## config.mk

```make
export PLATFORM = sky130hd
export DESIGN_NAME = echo_timestamp_rtt_matcher
export DESIGN_NICKNAME = d
export VERILOG_FILES = /design/src/rtl/etrm_pkg.sv /design/src/rtl/etrm_ram.sv /design/src/rtl/etrm_core.sv /design/src/rtl/echo_timestamp_rtt_matcher.sv
export SDC_FILE = /design/constraint.sdc
export NUM_CORES = 2
export LEC_CHECK = 0
export BUFFER_PORTS_ARGS = -buffer_cell sky130_fd_sc_hd__buf_2
export CELL_PAD_IN_SITES_DETAIL_PLACEMENT = 0
export CELL_PAD_IN_SITES_GLOBAL_PLACEMENT = 1
export CORE_ASPECT_RATIO = 1.75
export CORE_MARGIN = 1.5
export CORE_UTILIZATION = 50
export CTS_BUF_LIST = sky130_fd_sc_hd__clkbuf_8
export DETAILED_ROUTE_END_ITERATION = 10
export MAX_ROUTING_LAYER = met4
export PLACE_DENSITY_LB_ADDON = 0.1
export SYNTH_ARGS = -nofsm -noshare
export SYNTH_HDL_FRONTEND = slang
export SYNTH_SLANG_ARGS = --single-unit
```

## constraint.sdc

```tcl
create_clock -name i_clk -period 21.1 [get_ports i_clk]
set_clock_uncertainty 0.05 [all_clocks]
set_input_delay 5.275 -clock i_clk [delete_from_list [all_inputs] [get_ports i_clk]]
set_output_delay 5.275 -clock i_clk [all_outputs]
set_load 0.05 [all_outputs]
```

## src/rtl/etrm_pkg.sv

```systemverilog
// Shared constants and types for the echo timestamp RTT matcher.
package etrm_pkg;

    localparam int HISTORY_DEPTH = 32;
    localparam int SLOT_W        = $clog2(HISTORY_DEPTH);
    localparam int CNT_W         = $clog2(HISTORY_DEPTH + 1);
    localparam int STAMP_W       = 32;
    localparam int TIME_W        = 64;
    localparam int ENTRY_W       = STAMP_W + TIME_W;

    typedef logic [SLOT_W-1:0] t_slot;
    typedef logic [CNT_W-1:0]  t_cnt;

    typedef enum logic [1:0] {
        OP_SEND   = 2'd0,
        OP_STATUS = 2'd1,
        OP_TELEM  = 2'd2,
        OP_NONE   = 2'd3
    } t_op;

    typedef enum logic [1:0] {
        ST_OK      = 2'd0,
        ST_NO_PEER = 2'd1,
        ST_BAD_LEN = 2'd2,
        ST_BAD_ID  = 2'd3
    } t_status;

    typedef enum logic [1:0] {
        CFG_PEER    = 2'd0,
        CFG_MAGIC   = 2'd1,
        CFG_VERSION = 2'd2,
        CFG_LENGTH  = 2'd3
    } t_cfg_idx;

    typedef enum logic [1:0] {
        S_IDLE,
        S_SCAN,
        S_DONE
    } t_state;

    typedef struct packed {
        logic        peer_ready;
        logic [31:0] magic;
        logic [7:0]  version;
        logic [7:0]  length;
    } t_cfg;

endpackage

```

## src/rtl/etrm_ram.sv

```systemverilog
// Generic single-write, single-read synchronous RAM with registered read data.
module etrm_ram #(
    parameter int WIDTH  = 8,
    parameter int DEPTH  = 32,
    parameter int ADDR_W = $clog2(DEPTH)
) (
    input  logic              i_clk,
    input  logic              i_wr_en,
    input  logic [ADDR_W-1:0] i_wr_addr,
    input  logic [WIDTH-1:0]  i_wr_data,
    input  logic              i_rd_en,
    input  logic [ADDR_W-1:0] i_rd_addr,
    output logic [WIDTH-1:0]  o_rd_data
);

    logic [WIDTH-1:0] mem [DEPTH];
    logic [WIDTH-1:0] r_rd_data;

    always_ff @(posedge i_clk) begin
        if (i_wr_en) begin
            mem[i_wr_addr] <= i_wr_data;
        end
    end

    always_ff @(posedge i_clk) begin
        if (i_rd_en) begin
            r_rd_data <= mem[i_rd_addr];
        end
    end

    assign o_rd_data = r_rd_data;

endmodule

```

## src/rtl/etrm_core.sv

```systemverilog
// Sequencer: send recording, counters, newest-first history scan and result register.
module etrm_core import etrm_pkg::*; (
    input  logic               i_clk,
    input  logic               i_rst_n,
    input  t_cfg               i_cfg,
    input  logic               i_in_valid,
    output logic               o_in_stall,
    input  logic [1:0]         i_opcode,
    input  logic [31:0]        i_stamp_ms,
    input  logic [63:0]        i_now_us,
    input  logic               i_send_succeeded,
    input  logic [7:0]         i_packet_length,
    input  logic [31:0]        i_packet_magic,
    input  logic [7:0]         i_packet_version,
    input  logic signed [7:0]  i_peer_rssi,
    output logic               o_out_valid,
    input  logic               i_out_stall,
    output logic [1:0]         o_status,
    output logic               o_match_found,
    output logic [31:0]        o_latest_rtt_us,
    output logic signed [7:0]  o_latest_rssi,
    output logic               o_metrics_valid,
    output logic [31:0]        o_success_total,
    output logic [31:0]        o_fail_total,
    output logic               o_wr_en,
    output t_slot              o_wr_addr,
    output logic [ENTRY_W-1:0] o_wr_data,
    output logic               o_rd_en,
    output t_slot              o_rd_addr,
    input  logic [ENTRY_W-1:0] i_rd_data
);

    localparam t_slot LAST_SLOT = SLOT_W'(HISTORY_DEPTH - 1);

    t_state r_state, n_state;

    logic [HISTORY_DEPTH-1:0] r_valid, n_valid;
    t_slot       r_wslot, n_wslot;
    t_slot       r_slot, n_slot;
    t_cnt        r_cnt, n_cnt;
    logic        r_pend, n_pend;
    logic        r_pend_last, n_pend_last;
    logic        r_vld_q, n_vld_q;
    logic        r_hit, n_hit;
    logic [63:0] r_sent, n_sent;
    logic [31:0] r_stamp, n_stamp;
    logic [63:0] r_now, n_now;
    logic [7:0]  r_in_rssi, n_in_rssi;

    logic [31:0] r_success, n_success;
    logic [31:0] r_fail, n_fail;
    logic [31:0] r_rtt, n_rtt;
    logic [7:0]  r_rssi, n_rssi;
    logic        r_mvalid, n_mvalid;

    logic        r_out_valid, n_out_valid;
    t_status     r_o_status, n_o_status;
    logic        r_o_match, n_o_match;
    logic [31:0] r_o_rtt, n_o_rtt;
    logic [7:0]  r_o_rssi, n_o_rssi;
    logic        r_o_mvalid, n_o_mvalid;
    logic [31:0] r_o_success, n_o_success;
    logic [31:0] r_o_fail, n_o_fail;

    logic        in_fire;
    logic        out_free;
    logic        telem_ok;
    logic        issue;
    logic        hit;
    logic        finish;
    logic [31:0] eff_stamp;
    logic [63:0] eff_time;
    logic [63:0] diff;
    logic        rtt_ok;
    t_op         op;

    assign op         = t_op'(i_opcode);
    assign out_free   = !r_out_valid || !i_out_stall;
    assign o_in_stall = (r_state != S_IDLE) || (r_out_valid && i_out_stall);
    assign in_fire    = i_in_valid && !o_in_stall;
    assign telem_ok   = (i_packet_length == i_cfg.length) &&
                        (i_packet_magic == i_cfg.magic) &&
                        (i_packet_version == i_cfg.version);

    assign issue     = (r_state == S_SCAN) && (r_cnt != CNT_W'(HISTORY_DEPTH));
    assign eff_stamp = r_vld_q ? i_rd_data[ENTRY_W-1:TIME_W] : '0;
    assign eff_time  = r_vld_q ? i_rd_data[TIME_W-1:0] : '0;
    assign hit       = r_pend && (eff_stamp == r_stamp);
    assign finish    = r_pend && (hit || r_pend_last);

    assign diff   = r_now - r_sent;
    assign rtt_ok = (r_sent != '0) && (r_now > r_sent) && (diff[63:32] == '0);

    // next state
    always_comb begin
        n_state = r_state;
        case (r_state)
            S_IDLE: begin
                if (in_fire && op == OP_TELEM && telem_ok) begin
                    n_state = S_SCAN;
                end
            end
            S_SCAN: begin
                if (finish) begin
                    n_state = S_DONE;
                end
            end
            S_DONE: begin
                if (out_free) begin
                    n_state = S_IDLE;
                end
            end
            default: n_state = S_IDLE;
        endcase
    end

    // datapath and outputs
    always_comb begin
        n_valid     = r_valid;
        n_wslot     = r_wslot;
        n_slot      = r_slot;
        n_cnt       = r_cnt;
        n_pend      = 1'b0;
        n_pend_last = r_pend_last;
        n_vld_q     = r_vld_q;
        n_hit       = r_hit;
        n_sent      = r_sent;
        n_stamp     = r_stamp;
        n_now       = r_now;
        n_in_rssi   = r_in_rssi;
        n_success   = r_success;
        n_fail      = r_fail;
        n_rtt       = r_rtt;
        n_rssi      = r_rssi;
        n_mvalid    = r_mvalid;
        n_out_valid = r_out_valid && i_out_stall;
        n_o_status  = r_o_status;
        n_o_match   = r_o_match;
        n_o_rtt     = r_o_rtt;
        n_o_rssi    = r_o_rssi;
        n_o_mvalid  = r_o_mvalid;
        n_o_success = r_o_success;
        n_o_fail    = r_o_fail;
        o_wr_en     = 1'b0;
        o_wr_addr   = r_wslot;
        o_wr_data   = {i_stamp_ms, i_now_us};
        o_rd_en     = 1'b0;
        o_rd_addr   = r_slot;

        case (r_state)
            S_IDLE: begin
                if (in_fire) begin
                    n_o_status = ST_OK;
                    case (op)
                        OP_SEND: begin
                            if (!i_cfg.peer_ready) begin
                                n_o_status = ST_NO_PEER;
                            end else begin
                                o_wr_en          = 1'b1;
                                n_valid[r_wslot] = 1'b1;
                                n_wslot = (r_wslot == LAST_SLOT) ? '0 : r_wslot + 1'b1;
                            end
                        end
                        OP_STATUS: begin
                            if (i_send_succeeded) begin
                                n_success = r_success + 32'd1;
                            end else begin
                                n_fail = r_fail + 32'd1;
                            end
                        end
                        OP_TELEM: begin
                            if (i_packet_length != i_cfg.length) begin
                                n_o_status = ST_BAD_LEN;
                            end else if (!telem_ok) begin
                                n_o_status = ST_BAD_ID;
                            end
                        end
                        default: ;
                    endcase
                    if (op == OP_TELEM && telem_ok) begin
                        n_stamp   = i_stamp_ms;
                        n_now     = i_now_us;
                        n_in_rssi = i_peer_rssi;
                        n_slot    = (r_wslot == '0) ? LAST_SLOT : r_wslot - 1'b1;
                        n_cnt     = '0;
                    end else begin
                        n_out_valid = 1'b1;
                        n_o_match   = 1'b0;
                        n_o_rtt     = r_rtt;
                        n_o_rssi    = r_rssi;
                        n_o_mvalid  = r_mvalid;
                        n_o_success = n_success;
                        n_o_fail    = n_fail;
                    end
                end
            end
            S_SCAN: begin
                if (issue) begin
                    o_rd_en     = 1'b1;
                    n_vld_q     = r_valid[r_slot];
                    n_slot      = (r_slot == '0) ? LAST_SLOT : r_slot - 1'b1;
                    n_cnt       = r_cnt + 1'b1;
                    n_pend      = 1'b1;
                    n_pend_last = (r_cnt == CNT_W'(HISTORY_DEPTH - 1));
                end
                if (finish) begin
                    n_hit  = hit;
                    n_sent = hit ? eff_time : '0;
                end
            end
            S_DONE: begin
                if (out_free) begin
                    n_rtt       = rtt_ok ? diff[31:0] : '0;
                    n_rssi      = r_in_rssi;
                    n_mvalid    = 1'b1;
                    n_out_valid = 1'b1;
                    n_o_status  = ST_OK;
                    n_o_match   = r_hit;
                    n_o_rtt     = n_rtt;
                    n_o_rssi    = r_in_rssi;
                    n_o_mvalid  = 1'b1;
                    n_o_success = r_success;
                    n_o_fail    = r_fail;
                end
            end
            default: ;
        endcase
    end

    always_ff @(posedge i_clk) begin
        if (!i_rst_n) begin
            r_state     <= S_IDLE;
            r_valid     <= '0;
            r_wslot     <= '0;
            r_cnt       <= '0;
            r_pend      <= 1'b0;
            r_pend_last <= 1'b0;
            r_success   <= '0;
            r_fail      <= '0;
            r_rtt       <= '0;
            r_rssi      <= '0;
            r_mvalid    <= 1'b0;
            r_out_valid <= 1'b0;
        end else begin
            r_state     <= n_state;
            r_valid     <= n_valid;
            r_wslot     <= n_wslot;
            r_cnt       <= n_cnt;
            r_pend      <= n_pend;
            r_pend_last <= n_pend_last;
            r_success   <= n_success;
            r_fail      <= n_fail;
            r_rtt       <= n_rtt;
            r_rssi      <= n_rssi;
            r_mvalid    <= n_mvalid;
            r_out_valid <= n_out_valid;
        end
    end

    always_ff @(posedge i_clk) begin
        r_slot      <= n_slot;
        r_vld_q     <= n_vld_q;
        r_hit       <= n_hit;
        r_sent      <= n_sent;
        r_stamp     <= n_stamp;
        r_now       <= n_now;
        r_in_rssi   <= n_in_rssi;
        r_o_status  <= n_o_status;
        r_o_match   <= n_o_match;
        r_o_rtt     <= n_o_rtt;
        r_o_rssi    <= n_o_rssi;
        r_o_mvalid  <= n_o_mvalid;
        r_o_success <= n_o_success;
        r_o_fail    <= n_o_fail;
    end

    assign o_out_valid     = r_out_valid;
    assign o_status        = r_o_status;
    assign o_match_found   = r_o_match;
    assign o_latest_rtt_us = r_o_rtt;
    assign o_latest_rssi   = r_o_rssi;
    assign o_metrics_valid = r_o_mvalid;
    assign o_success_total = r_o_success;
    assign o_fail_total    = r_o_fail;

endmodule

```

## src/rtl/echo_timestamp_rtt_matcher.sv

```systemverilog
// Top level of the echo timestamp RTT matcher: configuration registers, history RAM, sequencer.
//
// Input channel: i_in_valid / o_in_stall; a beat is taken when valid is high and stall low.
// Output channel: o_out_valid / i_out_stall; every input beat gives exactly one result beat.
// Config channel: i_cfg_valid / o_cfg_ready (always ready), i_cfg_index selects
// peer_ready, expected_magic, expected_version or expected_length; write only when idle.
// Send, send-status, rejected telemetry and unused opcodes finish in the accept cycle;
// the result is in the output register the next cycle, one item per cycle.
// Accepted telemetry scans the history RAM newest first, one read per cycle with
// registered read data, over up to HISTORY_DEPTH entries, and stops early on a match.
// No new beat is taken until the scan's result is in the output register.
// While a result waits under i_out_stall, the next input beat is held off,
// and a finished scan holds its result until the output register frees.
// Reset clears counters, metrics, the write slot, config and the per-entry valid bits;
// entries never written read as stamp 0 and time 0. No clearing pass is needed.
module echo_timestamp_rtt_matcher import etrm_pkg::*; (
    input  logic              i_clk,
    input  logic              i_rst_n,
    input  logic              i_cfg_valid,
    output logic              o_cfg_ready,
    input  logic [1:0]        i_cfg_index,
    input  logic [31:0]       i_cfg_data,
    input  logic              i_in_valid,
    output logic              o_in_stall,
    input  logic [1:0]        i_opcode,
    input  logic [31:0]       i_stamp_ms,
    input  logic [63:0]       i_now_us,
    input  logic              i_send_succeeded,
    input  logic [7:0]        i_packet_length,
    input  logic [31:0]       i_packet_magic,
    input  logic [7:0]        i_packet_version,
    input  logic signed [7:0] i_peer_rssi,
    output logic              o_out_valid,
    input  logic              i_out_stall,
    output logic [1:0]        o_status,
    output logic              o_match_found,
    output logic [31:0]       o_latest_rtt_us,
    output logic signed [7:0] o_latest_rssi,
    output logic              o_metrics_valid,
    output logic [31:0]       o_success_total,
    output logic [31:0]       o_fail_total
);

    t_cfg r_cfg, n_cfg;

    logic               wr_en;
    t_slot              wr_addr;
    logic [ENTRY_W-1:0] wr_data;
    logic               rd_en;
    t_slot              rd_addr;
    logic [ENTRY_W-1:0] rd_data;

    assign o_cfg_ready = 1'b1;

    always_comb begin
        n_cfg = r_cfg;
        if (i_cfg_valid && o_cfg_ready) begin
            case (t_cfg_idx'(i_cfg_index))
                CFG_PEER:    n_cfg.peer_ready = i_cfg_data[0];
                CFG_MAGIC:   n_cfg.magic      = i_cfg_data;
                CFG_VERSION: n_cfg.version    = i_cfg_data[7:0];
                CFG_LENGTH:  n_cfg.length     = i_cfg_data[7:0];
                default: ;
            endcase
        end
    end

    always_ff @(posedge i_clk) begin
        if (!i_rst_n) begin
            r_cfg <= '0;
        end else begin
            r_cfg <= n_cfg;
        end
    end

    etrm_ram #(
        .WIDTH (ENTRY_W),
        .DEPTH (HISTORY_DEPTH)
    ) u_ram (
        .i_clk     (i_clk),
        .i_wr_en   (wr_en),
        .i_wr_addr (wr_addr),
        .i_wr_data (wr_data),
        .i_rd_en   (rd_en),
        .i_rd_addr (rd_addr),
        .o_rd_data (rd_data)
    );

    etrm_core u_core (
        .i_clk            (i_clk),
        .i_rst_n          (i_rst_n),
        .i_cfg            (r_cfg),
        .i_in_valid       (i_in_valid),
        .o_in_stall       (o_in_stall),
        .i_opcode         (i_opcode),
        .i_stamp_ms       (i_stamp_ms),
        .i_now_us         (i_now_us),
        .i_send_succeeded (i_send_succeeded),
        .i_packet_length  (i_packet_length),
        .i_packet_magic   (i_packet_magic),
        .i_packet_version (i_packet_version),
        .i_peer_rssi      (i_peer_rssi),
        .o_out_valid      (o_out_valid),
        .i_out_stall      (i_out_stall),
        .o_status         (o_status),
        .o_match_found    (o_match_found),
        .o_latest_rtt_us  (o_latest_rtt_us),
        .o_latest_rssi    (o_latest_rssi),
        .o_metrics_valid  (o_metrics_valid),
        .o_success_total  (o_success_total),
        .o_fail_total     (o_fail_total),
        .o_wr_en          (wr_en),
        .o_wr_addr        (wr_addr),
        .o_wr_data        (wr_data),
        .o_rd_en          (rd_en),
        .o_rd_addr        (rd_addr),
        .i_rd_data        (rd_data)
    );

endmodule

```

==> flow_summary_export.csv <==
group,metric,value,unit
worst_hold_path,hp-start,"u_core.r_rtt[8]",
global_routing,grt_max_degree,98,
global_routing,grt_pass1_vias,77100,
sta,finalCritPeriodShare,53.9,%
logic_synthesis,ys.flop_type,"edfxtp_1",
logic_synthesis,netlist_top_cells_area,"edfxtp_1 72%, mux4_2 15%, dfxtp_1 2.8%",
die,die-area,293000,um^2
final_layout,seq_area,108000,um^2
worst_setup_path,cp.required,15780,ps
final_layout,area_delta_synth_final,11.2,%
power,peakVddDrop,0.0617,mV
sta,rsz0062_at_grt,"false",
placed_design,place_hpwl,231,mm
logic_synthesis,synth_top_area_cell,"edfxtp_1",
worst_setup_path,max_stage_delay,360,ps
die,die_y,715,um
worst_setup_path,reg2reg_setup_slack,14040,ps
placed_design,place_congestion,0.965,
worst_setup_path,crit_top_cell,"buf_2",
worst_setup_path,cp_max_fo,5,
logic_synthesis,synth-edff-count,3451,
worst_setup_path,crit_path_start_kind,"input port",
logic_synthesis,ys_top_cells_by_count,"3451 x edfxtp_1, 970 x mux4_2, 393 x nand2_1, 275 x clkbuf_1, 202 x dfxtp_1",
drt,drc,0,
die,initial_utilization,50.2,%
sta,tightest_slew,1220,ps
sta,hold_ws,402,ps
sta,finalHoldViolations,0,
clock_network,cts-hold-fix-buffers,0,
logic_synthesis,synth_top_area_share,71.6,%
clock_network,cts.clk_slew.worst_paths,60,ps
drt,drt.antenna.violating_nets,0,
sta,max-slew-margin-rel,17.7,%
logic_synthesis,syn_area_per_cell,20.1,um^2
worst_setup_path,timing.critical_path.buf_inv,3,
worst_hold_path,min_path_cells,2,
global_routing,grt_usage,27.6,%
die,die-width,410,um
sta,setup_viol,0,
drt,avgViaCountPerCell,6.09,
outcome,status,"completed",
final_layout,multi_input_area,35500,um^2
die,core_area,288000,um^2
drt,totalWireLength,391,mm
sta,slew_violations,0,
worst_hold_path,hold_class,"reg -> reg",
clock_network,cts_made_buffers,539,
clock_network,clock_latency,1040,ps
die,rows,261,
clock_network,tritoncts,"built",
drt,vias,73300,
logic_synthesis,synth_seq_area_share,74.4,%
logic_synthesis,synthCells,7186,
drt,drt_iter0_markers,6327,
worst_setup_path,r2r_start,"u_core.o_rd_addr[0]",
clock_network,clockBufferDepth,4,
power,p_leak,53.6,nW
global_routing,grt_pass1_wl,557,mm
final_layout,drive_gt1_share,27.7,%
job,cap_violations,0,
worst_setup_path,worst-setup-path-type,"in -> out",
clock_network,cts_resized,0,
worst_setup_path,worstReg2RegEnd,"u_ram.o_rd_data[34]",
worst_setup_path,cp_slowest_cell,"a211oi_1",
worst_setup_path,path_cells,"buf_2 -> a211oi_1 -> inv_1 -> buf_2",
sta,fin_setup_tns,0,ps
logic_synthesis,synth-async-reset-ratio,0,%
worst_hold_path,hold_end,"u_core.r_rtt[8]",
clock_network,clock-root-buffer,"clkbuf_8",
sta,min_period,11380,ps
worst_setup_path,cp-end-kind,"primary output",
final_layout,fillers,21900,
final_layout,final_nets,8085,
final_layout,post-route-util,55.8,%
logic_synthesis,synth_nets,7456,
logic_synthesis,ys_types,87,
logic_synthesis,synth_area,145000,um^2
logic_synthesis,ys_ff_latch,3653,
worst_setup_path,r2r_cells,9,
clock_network,htree_num_levels,6,
global_routing,overflow,0,
global_routing,antenna_found_initial,34,
clock_network,cts_setup_buffers,0,
worst_setup_path,path_delay_family,"buffers and inverters",
drt,wl_per_cell,32.5,um
logic_synthesis,yosysWarnings,0,
drt,dr.pass1.iters,5,
clock_network,cts.sink_count,3653,
worst_setup_path,arrival,6060,ps
die,boundaryPins,305,
power,p_per_area,83.5,nW/um^2
placed_design,port-buffer-count,303,
logic_synthesis,synth.most_common_cell,"edfxtp_1",
sta,clock.fmax,0.0879,GHz
-- flip-flops by register name, summed over array words and instances, names as in the netlist, 2 cells and up --
signal	flops
u_core.o_wr_addr	5
u_core.r_success	32
u_core.r_state	2
u_core.o_status	2
u_core.r_fail	32
u_ram.mem	3072
u_core.r_rtt	32
u_core.r_valid	32
u_core.o_latest_rtt_us	32
u_core.r_in_rssi	8
u_ram.o_rd_data	96
u_core.o_rd_addr	5
u_core.o_success_total	32
u_core.r_sent	64
u_core.r_cnt	6
r_cfg	49
u_core.r_stamp	32
u_core.r_rssi	8
u_core.o_fail_total	32
u_core.o_latest_rssi	8
u_core.r_now	64
-- layout by cell type (no fill, tap or decap), types with 29 or more instances in the layout --
cell         n
a21oi_1    105
nand4_1     69
xor2_1      59
buf_2      302
xnor2_1    143
nor4_1      43
dfxtp_1    202
nand3_1    101
mux2_2     102
or3_1       46
a21boi_0    71
nor2_4      34
nor3_1      59
mux4_2     970
and3_1      82
nor2b_1     29
buf_4      143
o21a_1      51
o21ai_0    122
edfxtp_1  3451
and2_1      48
clkinv_1   104
clkinv_2    44
ha_1        75
nand2_1    393
clkbuf_8   571
inv_1      287
nor2_1     157
-- tightest hold or removal path: cells and delay by family (launching register included) --
kind,cells,cell delay (ps)
DFF,1,320
and+or+nand+nor,1,40
AOI/OAI and AO/OA,1,50
-- cell families after synthesis --
logic type,synth area share (%)
other,0.00259
AOI/OAI and AO/OA,2.52
DFF,74.4
muxes,16.1
xor gates and xnor gates,1.22
and+or+nand+nor,3.84
adders and majority gates,0.662
buffers and inverters,1.30
-- worst max-delay path by stage --
| stage | startpoint | endpoint | slack (ps) | cells after the start |
|---|---|---|---|---|
| after detailed placement | i_out_stall | o_in_stall | 9720 | 4 |
| after global placement | i_out_stall | o_in_stall | 9720 | 4 |
| after global routing | i_out_stall | o_in_stall | 9630 | 4 |
| final | i_out_stall | o_in_stall | 9720 | 4 |
| after CTS | i_out_stall | o_in_stall | 9720 | 4 |
| after floorplan | i_packet_length[1] | u_core.r_cnt[5] | 2910 | 10 |
-- report_power, final --
part / total, mW / internal, mW / switching [mW] / leakage (nW)
Clock: 5.31 / 2.64 / 2.68 / 5.55
Sequential: 7.94 / 7.93 / 0.00600 / 32.6
Combinational: 0.192 / 0.0318 / 0.160 / 15.4
Total: 13.4 / 10.6 / 2.84 / 53.6
-- final cells by class --
cell class | count | share of cell area, %
flip-flops and latches | 3653 | 66.9
clock buffers | 571 | 4.88
inverters | 117 | 0.273
multi-input cells | 3047 | 22.1
clock inverters | 365 | 1.16
diodes | 14 | 0.0218
well taps | 3813 | 2.96
repair buffers | 457 | 1.75
-- metrics by stage --
stage	total power, mW	cell area [um^2]	std cells	setup slack [ps]
6_report	13.4	161000	12000	9720
5_1_grt	13.9	161000	12000	9630
4_1_cts	13.6	161000	12000	9720
3_5_place_dp	8.29	151000	11100	9720
3_3_place_gp	8.28	151000	11100	9720
2_1_floorplan	8.15	145000	7186	2910
-- layer usage --
layer	part of all wire [%]	global-route usage [%]	vias to the layer above	wire [um]
li1	-	-	30800	-
met1	37	32.2	39300	144000
met2	55	49.3	2514	214000
met3	4.8	3.36	708	18900
met4	3.6	9.64	0	14300
met5	0	-	-	0
Power figures use the tool's default switching activity.
